## config.mk

```make
export PLATFORM = sky130hd
export DESIGN_NAME = bctt_cell
export DESIGN_NICKNAME = d
export VERILOG_FILES = /design/src/rtl/bctt_pkg.sv /design/src/rtl/bctt_cell.sv
export SDC_FILE = /design/constraint.sdc
export NUM_CORES = 1
export LEC_CHECK = 0
export CAP_MARGIN = 30
export CELL_PAD_IN_SITES_DETAIL_PLACEMENT = 1
export CELL_PAD_IN_SITES_GLOBAL_PLACEMENT = 1
export CORE_ASPECT_RATIO = 1.75
export CORE_MARGIN = 3
export CORE_UTILIZATION = 48
export CTS_CLUSTER_DIAMETER = 50
export DETAILED_ROUTE_END_ITERATION = 6
export DONT_BUFFER_PORTS = 1
export PLACE_DENSITY_LB_ADDON = 0.1
export SETUP_SLACK_MARGIN = 0.05
export SYNTH_ARGS = -nofsm -noshare
export SYNTH_HDL_FRONTEND = slang
export SYNTH_SLANG_ARGS = --single-unit
```

## constraint.sdc

```tcl
create_clock -name clk -period 3.8 [get_ports clk]
set_input_delay 0.76 -clock clk [delete_from_list [all_inputs] [get_ports clk]]
set_output_delay 0.76 -clock clk [all_outputs]
set_load 0.02 [all_outputs]
```

## src/rtl/bctt_pkg.sv

```systemverilog
// shared types and constants for the block cache tag table
// no dependencies; imported by bctt_cell and block_cache_tag_table_lru_unit
`timescale 1ns / 1ps
`default_nettype none

package bctt_pkg;

  localparam int DEV_W   = 8;
  localparam int BLK_W   = 32;
  localparam int STAMP_W = 32;
  localparam int CNT_W   = 8;
  localparam int SLOT_W  = 5;
  localparam int MODE_W  = 2;
  localparam int STAT_W  = 2;
  // index width for the largest table size (256 entries)
  localparam int IDX_W   = 8;

  localparam logic [MODE_W-1:0] MODE_GET     = 2'd0;
  localparam logic [MODE_W-1:0] MODE_RELEASE = 2'd1;
  localparam logic [MODE_W-1:0] MODE_PIN     = 2'd2;

  localparam logic [STAT_W-1:0] STATUS_OK    = 2'd0;
  localparam logic [STAT_W-1:0] STATUS_FULL  = 2'd1;
  localparam logic [STAT_W-1:0] STATUS_LIMIT = 2'd2;

  localparam logic [CNT_W-1:0] COUNT_MAX = 8'hFF;

  // search token passed from cell to cell
  typedef struct packed {
    logic               active;
    logic               hit;
    logic               vfound;
    logic [STAT_W-1:0]  status;
    logic [IDX_W-1:0]   hit_idx;
    logic [IDX_W-1:0]   vidx;
    logic [STAMP_W-1:0] best;
  } tok_t;

  // request broadcast to every cell while a token travels
  typedef struct packed {
    logic [MODE_W-1:0] mode;
    logic [DEV_W-1:0]  device;
    logic [BLK_W-1:0]  block_number;
    logic [SLOT_W-1:0] slot;
  } req_t;

  // retag of the chosen victim at the end of a get miss
  typedef struct packed {
    logic               en;
    logic [IDX_W-1:0]   idx;
    logic [STAMP_W-1:0] stamp;
  } wr_t;

endpackage

`default_nettype wire

```

## src/rtl/bctt_cell.sv

```systemverilog
// one table entry: tag, count, stamp and assigned flag, plus one token stage
// depends on bctt_pkg
`timescale 1ns / 1ps
`default_nettype none

module bctt_cell import bctt_pkg::*; #(
  parameter int INDEX = 0
) (
  input  wire logic clk,
  input  wire logic rst,
  input  wire req_t req,
  input  wire wr_t  wr,
  input  wire tok_t tin,
  output tok_t      tout
);

  localparam logic [IDX_W-1:0] MY_IDX = IDX_W'(INDEX);

  logic [DEV_W-1:0]   device;
  logic [BLK_W-1:0]   block;
  logic [STAMP_W-1:0] stamp;
  logic [CNT_W-1:0]   count;
  logic               assigned;

  logic [CNT_W-1:0]   count_next;
  tok_t               tok_next;
  logic [STAMP_W-1:0] stamp_eff;
  logic               slot_sel;
  logic               wr_sel;

  assign stamp_eff = assigned ? stamp : '0;
  assign slot_sel  = (IDX_W'(req.slot) == MY_IDX);
  assign wr_sel    = wr.en && (wr.idx == MY_IDX);

  always_comb begin
    tok_next   = tin;
    count_next = count;
    if (tin.active) begin
      case (req.mode)
        MODE_GET: begin
          if (assigned && !tin.hit && device == req.device && block == req.block_number) begin
            tok_next.hit     = 1'b1;
            tok_next.hit_idx = MY_IDX;
            if (count == COUNT_MAX) begin
              tok_next.status = STATUS_LIMIT;
            end else begin
              count_next = count + 1'b1;
            end
          end
          // victim: lowest stamp among unreferenced entries, first one wins ties
          if (count == '0 && (!tin.vfound || stamp_eff < tin.best)) begin
            tok_next.vfound = 1'b1;
            tok_next.vidx   = MY_IDX;
            tok_next.best   = stamp_eff;
          end
        end
        MODE_RELEASE: begin
          if (slot_sel) begin
            if (count == '0) begin
              tok_next.status = STATUS_LIMIT;
            end else begin
              count_next = count - 1'b1;
            end
          end
        end
        MODE_PIN: begin
          if (slot_sel) begin
            if (count == COUNT_MAX) begin
              tok_next.status = STATUS_LIMIT;
            end else begin
              count_next = count + 1'b1;
            end
          end
        end
        default: ;
      endcase
    end
  end

  always_ff @(posedge clk) begin
    if (rst) begin
      tout     <= '0;
      count    <= '0;
      assigned <= 1'b0;
    end else begin
      tout <= tok_next;
      if (wr_sel) begin
        count    <= CNT_W'(1);
        assigned <= 1'b1;
      end else begin
        count <= count_next;
      end
    end
  end

  always_ff @(posedge clk) begin
    if (wr_sel) begin
      device <= req.device;
      block  <= req.block_number;
      stamp  <= wr.stamp;
    end
  end

endmodule

`default_nettype wire

```

==> results of run 1 <==
## placed cells by master (no fill, tap or decap), types with 4 or more instances in the layout
cell,instances
clkinv_4,4
a21o_1,7
nand2_1,84
a31o_2,4
and2_1,41
inv_6,4
xor2_1,12
clkbuf_16,17
o21ai_0,10
a31oi_1,9
inv_1,39
nand2b_1,27
nor2_1,16
nand3_1,6
xnor2_1,18
edfxtp_1,72
mux2i_1,31
ha_1,34
a21oi_1,14
buf_4,8
nand4_1,21
nor3_1,7
dfxtp_1,62
o31ai_1,4
nor4_1,9
nor3b_1,8
## metrics by stage
stage | cell area [sq um] | total power [mW] | cells | setup WS (ns)
floorplan | 6480 | 1.80 | 607 | 0.740
global placement | 6690 | 1.84 | 766 | 0.304
detailed placement | 6690 | 1.85 | 766 | 0.264
CTS | 7250 | 3.40 | 798 | 0.246
global route | 7250 | 3.49 | 799 | 0.110
finish | 7250 | 3.36 | 799 | 0.371
## how the worst max path moves through the flow
| stage | depth (start not counted) | start | slack (ns) | end |
|---|---|---|---|---|
| floorplan | 3 | wr[34] | 0.74 | block[0] |
| global placement | 10 | assigned | 0.30 | tout[0] |
| detailed placement | 10 | assigned | 0.26 | tout[0] |
| CTS | 10 | assigned | 0.25 | tout[0] |
| global route | 10 | assigned | 0.11 | tout[0] |
| finish | 10 | assigned | 0.37 | tout[0] |
## power by group through the flow
stage               combinational [mW]  sequential [mW]  clock (mW)
floorplan                        0.146             1.65           0
global placement                 0.176             1.66           0
detailed placement               0.184             1.66           0
CTS                              0.186             1.63        1.58
global route                     0.207             1.63        1.65
finish                           0.184             1.63        1.55
## synth_stat cells (2+ instances only)
library cell	count
xor2_1	12
a31oi_1	9
ha_1	34
a32o_1	3
o21ai_0	10
nor3b_1	8
a31o_2	4
nand2b_1	27
or2_2	2
nand3_1	6
o2111ai_1	2
inv_1	41
and2_1	41
o211ai_1	2
a311oi_1	3
buf_4	3
nand2_1	84
buf_1	2
nor2b_1	3
edfxtp_1	72
a21oi_1	14
or4_1	2
o31ai_1	4
nor4bb_1	2
or4b_2	2
dfxtp_1	62
and4_1	3
mux2i_1	31
nor4_1	9
a21o_1	7
xnor2_1	18
nor3_1	7
or4b_1	2
or3_1	3
clkbuf_1	14
and3_1	3
nand4_1	21
nor2_1	16
## cells by family after synthesis
family / Yosys count / synth area share, %
DFF: 134 / 52.5
buffers and inverters: 62 / 3.90
and+or+nand+nor: 244 / 20.1
adders and majority gates: 34 / 6.56
muxes: 32 / 4.96
xor gates and xnor gates: 30 / 4.05
AOI/OAI and AO/OA: 71 / 7.91
## layout make-up
cell class              instances  area, sq um  share of cell area (%)
flip-flops and latches        134         3400                    46.9
multi-input cells             411         2840                    39.2
clock buffers                  19          433                    5.97
well taps                     171          214                    2.95
inverters                      41          154                    2.12
clock inverters                13          123                    1.69
repair buffers                  9         80.1                    1.10
diodes                          1         2.50                  0.0345
## sequential cells by signal, indices dropped and copies added, names as in the netlist
signal,cells
tout,53
block,32
stamp,32
count,8
device,8
assigned,1
## metal layers
metal / vias to the layer above / routed length (um)
li1: 2173 / -
met1: 2219 / 5930
met2: 151 / 10000
met3: 27 / 1070
met4: 4 / 401
met5: - / 23
## worst max-delay path: cells and delay by family, from the launching register on
| family | cells | cell delay [ns] |
|---|---|---|
| and+or+nand+nor | 5 | 1.40 |
| DFF | 1 | 0.77 |
| buffers and inverters | 2 | 0.54 |
| muxes | 1 | 0.35 |
| adders and majority gates | 1 | 0.17 |
| AOI/OAI and AO/OA | 1 | 0.09 |
==> metrics, run 1 <==
status=finished, final reports clean; initial antenna violation count=4; Worst-Skew Late Latency=0.43 ns; post-DR wirelength/cell=around 22 um; Req. time, crit path=4.11 ns; WS Path Type=reg2reg; drt via density=5.72; R2R setup slack=0.37 ns; layout cells sized above 1=roughly 8.3%; vias in the first global route=5049; Seq/Total Area, Yosys=52.5%; die area=0.0150 sq mm; # resized after CTS=0; post-DP HPWL=13600 um; GR Layer Usage met2=45.2%; Internal Power=2.55 mW; Avg Inst Size Synth=10.7 sq um; mapped cell area=0.00648 sq mm; WHS Path Cells=1; slowest CP cell=dfxtp_1; Sw Pwr=0.811 mW; Worst Reg-to-Reg Cells=10; Pwr per Cell Area=464 mW/mm^2; CTS hold repair buffers=0; Final GP Congestion=0.860; gr busiest metal=met2; CTS Sinks=134; # IOs=196; RSZ-0062 raised after global routing=false; Worst Tran Pin Value=~0.85 ns; Hold WS=roughly 0.40 ns; die width=93.9 um; Die H=160 um; Routed Antenna Nets=0; Ys Warns=0; clock power share=46.1%; Fillers=1425; Post-CTS Setup Bufs=0; Worst Clk Skew=0.0182 ns; DRC Markers=0; Via Count=4574; CP endpoint kind=flip-flop; 1st-iter DRT viols=178; reg2reg start=assigned; Setup Viol. Count Final=0; Comb pwr share=5.5%; Initial Util=49.6%; dominant cell type by area after synthesis=edfxtp_1; CTS tree=yes; CTS root buf=clkbuf_16; Main synth FF type=edfxtp_1; Worst Hold Class=in2reg; number of flops mapped to enable cells by yosys=72; Post-Syn Instances=607; highest clock rate=292 MHz; post-layout minimum cycle time=3.43 ns; crit path cell chain=buf_4, and2_1, ha_1, nand4_1, nor4_1, nand4_1, nor2_1, a221oi_4, buf_4, mux2_1; core area=0.0131 sq mm; first-pass GRT wire length=27000 um; Setup TNS=0 ns; synth unique cells=57; CP Launch Type=flip-flop; largest net degree at the start of global routing=44; Critical Path AT=3.73 ns; Pins Over Slew Limit=0; Seq cells post-synth=134; Reg clk slew, reported paths=0.06 ns; Worst VDD drop=275 uV; 1st-pass router iterations=4; largest stage delay on the critical path=0.77 ns; num rows=55; Max-Cap Viols=0; P_leak=roughly 2.8 nW; Reg-to-Reg End=tout[0]; beginning of the worst hold path=rst; CTS Buf Count=17; fin crit share=90.2%; crit-path max FO=23; gr usage total=23.8%; clock buffer depth=2; Reg power frac=around 49%; H-tree lvl count=4; Post-synth ARST share=0%; DRT Wirelength=17500 um; PortBufs=0; nets=791; GRT met1 Usage=22.8%; Mapped Nets=784; post-synth top area share=33.3%; Synth area leaders=edfxtp_1, dfxtp_1, ha_1, nand2_1, mux2i_1; Finished Core Util=55.4%; total gr overflow=0; Net Sw Frac=24.1%; met3 GRT Util=8.20%; P&R area growth vs syn=11.8%; final hold viol count=0; max_slew headroom=42.6%; Hold EP=tout[50]
Power figures use the tool's default switching activity.
==> run 2: changes to the inputs <==
--- a/config.mk
+++ b/config.mk
@@ -5,15 +5,14 @@
 export SDC_FILE = /design/constraint.sdc
 export NUM_CORES = 1
 export LEC_CHECK = 0
+export BUFFER_PORTS_ARGS = -buffer_cell sky130_fd_sc_hd__buf_2
 export CAP_MARGIN = 30
 export CELL_PAD_IN_SITES_DETAIL_PLACEMENT = 1
 export CELL_PAD_IN_SITES_GLOBAL_PLACEMENT = 1
 export CORE_ASPECT_RATIO = 1.75
 export CORE_MARGIN = 3
-export CORE_UTILIZATION = 48
-export CTS_CLUSTER_DIAMETER = 50
+export CORE_UTILIZATION = 39
 export DETAILED_ROUTE_END_ITERATION = 6
-export DONT_BUFFER_PORTS = 1
 export PLACE_DENSITY_LB_ADDON = 0.1
 export SETUP_SLACK_MARGIN = 0.05
 export SYNTH_ARGS = -nofsm -noshare
==> run 2 against run 1 <==
- critical path depth is 1 lower
- wire length is 9.2% higher
- clock skew is 0.0089 ns lower
- hold slack better by 0.097 ns
- utilization is 3.7 points lower
- setup slack better by 0.11 ns
- flip-flop and latch count stayed put
- sequential share of layout area is 6.1 points lower
- largest cell class unchanged
- highest routed layer unchanged
==> metrics, run 2 (same netlist as run 1, synthesis figures left out) <==
status=finished, final reports clean; max_slew headroom=53.1% (+10 points); most frequent cells in the layout=buf_2, nand2_1, edfxtp_1; Routed Antenna Nets=0 (unchanged); Setup Viol. Count Final=0 (unchanged); layout cells sized above 1=30.0% (+22 points); wire length on met2=11100 um (+10%); dpl cells=1008 (+32%); RSZ-0062 raised after global routing=false; initial antenna violation count=5 (+1); non-filler cells in the finished layout=1044 (+31%); gr usage total=21.3% (-2.5 points); Critical Path AT=3.63 ns (-0.10 ns); # IOs=196 (unchanged); post-DR wirelength/cell=18.3 um (-16%); commonest non-fill, non-tap cell in the layout=buf_2; most flop-heavy register=tout; Pins Over Slew Limit=0 (unchanged); PortBufs=195 (+195); H-tree lvl count=4 (unchanged); nets=984 (+24%); Worst VDD drop=246 uV (-11%); largest net degree at the start of global routing=74 (+68%); clock buffer depth=2 (unchanged); DRT Wirelength=19100 um (+9.2%); Worst Clk Skew=0.00937 ns (-0.00886 ns); CP Launch Type=flip-flop; Setup TNS=0 ns (unchanged); Reg clk slew, reported paths=0.07 ns (about the same); post-DP HPWL=14900 um (+8.9%); Worst Hold Class=in2reg; drt via density=5.09 (-11%); 1st-pass router iterations=4 (unchanged); Via Count=5313 (+16%); largest registers=tout x53, block x32, stamp x32; WS Path Type=reg2reg; multi-input logic area=0.00284 sq mm (unchanged); crit-path max FO=40 (+74%); P_leak=3.61 nW (+30%); P&R area growth vs syn=28.5%; Max-Cap Viols=0 (unchanged); die width=103 um (+10%); Die H=177 um (+11%); fin crit share=87.3% (-2.9 points); first-pass GRT wire length=29200 um (+8.1%); core area=0.0161 sq mm (+23%); CTS Sinks=134 (unchanged); Tot Pwr=3.60 mW (+7.0%); CTS Buf Count=17 (unchanged); post-place setup slack=0.487 ns (+0.222 ns); Worst-Skew Late Latency=0.43 ns (about the same); Final GP Congestion=0.873 (+1.5%); area occupied by registers=0.00340 sq mm (unchanged); final hold viol count=0 (unchanged); top sig layer=met5; 1st-iter DRT viols=89 (-50%); # resized after CTS=0 (unchanged); DRC Markers=0 (unchanged); CTS root buf=clkbuf_16; Met1 Routed Length=6490 um (+9.5%); die area=0.0183 sq mm (+22%); Initial Util=40.3% (-9.3 points); num rows=61 (+11%); Worst Tran Pin Value=0.698 ns (-0.155 ns); CTS hold repair buffers=0 (unchanged); Req. time, crit path=4.11 ns (about the same); highest clock rate=301 MHz (+3.4%); Pwr per Cell Area=432 mW/mm^2 (-6.9%); total gr overflow=0 (unchanged); CTS tree=yes; vias in the first global route=5991 (+19%); Fillers=1829 (+28%); Post-CTS Setup Bufs=0 (unchanged); max reg flops=53 (unchanged); fin worst setup slack=0.483 ns (+0.112 ns); post-layout minimum cycle time=3.32 ns (-0.112 ns); CP endpoint kind=flip-flop; WL met3=921 um (-14%); Finished Core Util=51.7% (-3.7 points)
[run 2: cell count changes in the layout (fill, tap and decap cells not counted)]
cell       delta
buf_12        +1
buf_2       +195
buf_4         -3
clkbuf_1      -1
clkbuf_16     +1
clkbuf_8      +1
clkinv_2      -3
clkinv_4      -2
diode_2       +3
inv_6         +3
inv_8         +1
[run 2: where the power goes]
| group | leakage [nW] | internal [mW] | switching [mW] | total, mW |
|---|---|---|---|---|
| Combinational | 2.16 | 0.152 | 0.207 | 0.359 |
| Clock | 0.290 | 0.978 | 0.685 | 1.66 |
| Sequential | 1.16 | 1.56 | 0.0144 | 1.58 |
[run 2: per-stage QoR]
step / hold slack (ns) / area (sq um)
2_1_floorplan: 0.463 / 6480
3_3_place_gp: 0.519 / 7730
3_5_place_dp: 0.512 / 7730
6_report: 0.500 / 8330
5_1_grt: 0.484 / 8330
4_1_cts: 0.479 / 8320
[run 2: worst paths after layout]
path / start / endpoint / slack (ns) / cells after the start
worst max register to register: assigned / tout[0] / 0.48 / 9
worst min-delay path: wr[9] / stamp[9] / 0.50 / 1
worst min register to register: count[7] / count[7] / 0.55 / 1
worst max-delay path: assigned / tout[0] / 0.48 / 9
[run 2: layout make-up]
class	instances	share of cell area, %
flip-flops and latches	134	40.8
repair buffers	202	12.6
multi-input cells	411	34.1
diodes	4	0.120
clock inverters	12	1.53
well taps	220	3.30
inverters	41	1.85
clock buffers	20	5.62
[run 2: critical path, stage by stage (launching register included)]
cell and delay, ns:
dfxtp_1 0.73, and2_1 0.25, ha_1 0.25, a21o_1 0.16, a21o_1 0.17, a211oi_1 0.43
o31ai_1 0.19, a221oi_4 0.33, buf_12 0.31, mux2_1 0.35
[run 2: routing by layer]
layer  vias to the layer above  global-route usage, %
met1                      2547                   19.9
met5                         -                      0
li1                       2568                      -
met4                         4                   9.56
met3                        45                   4.78
met2                       149                   41.7
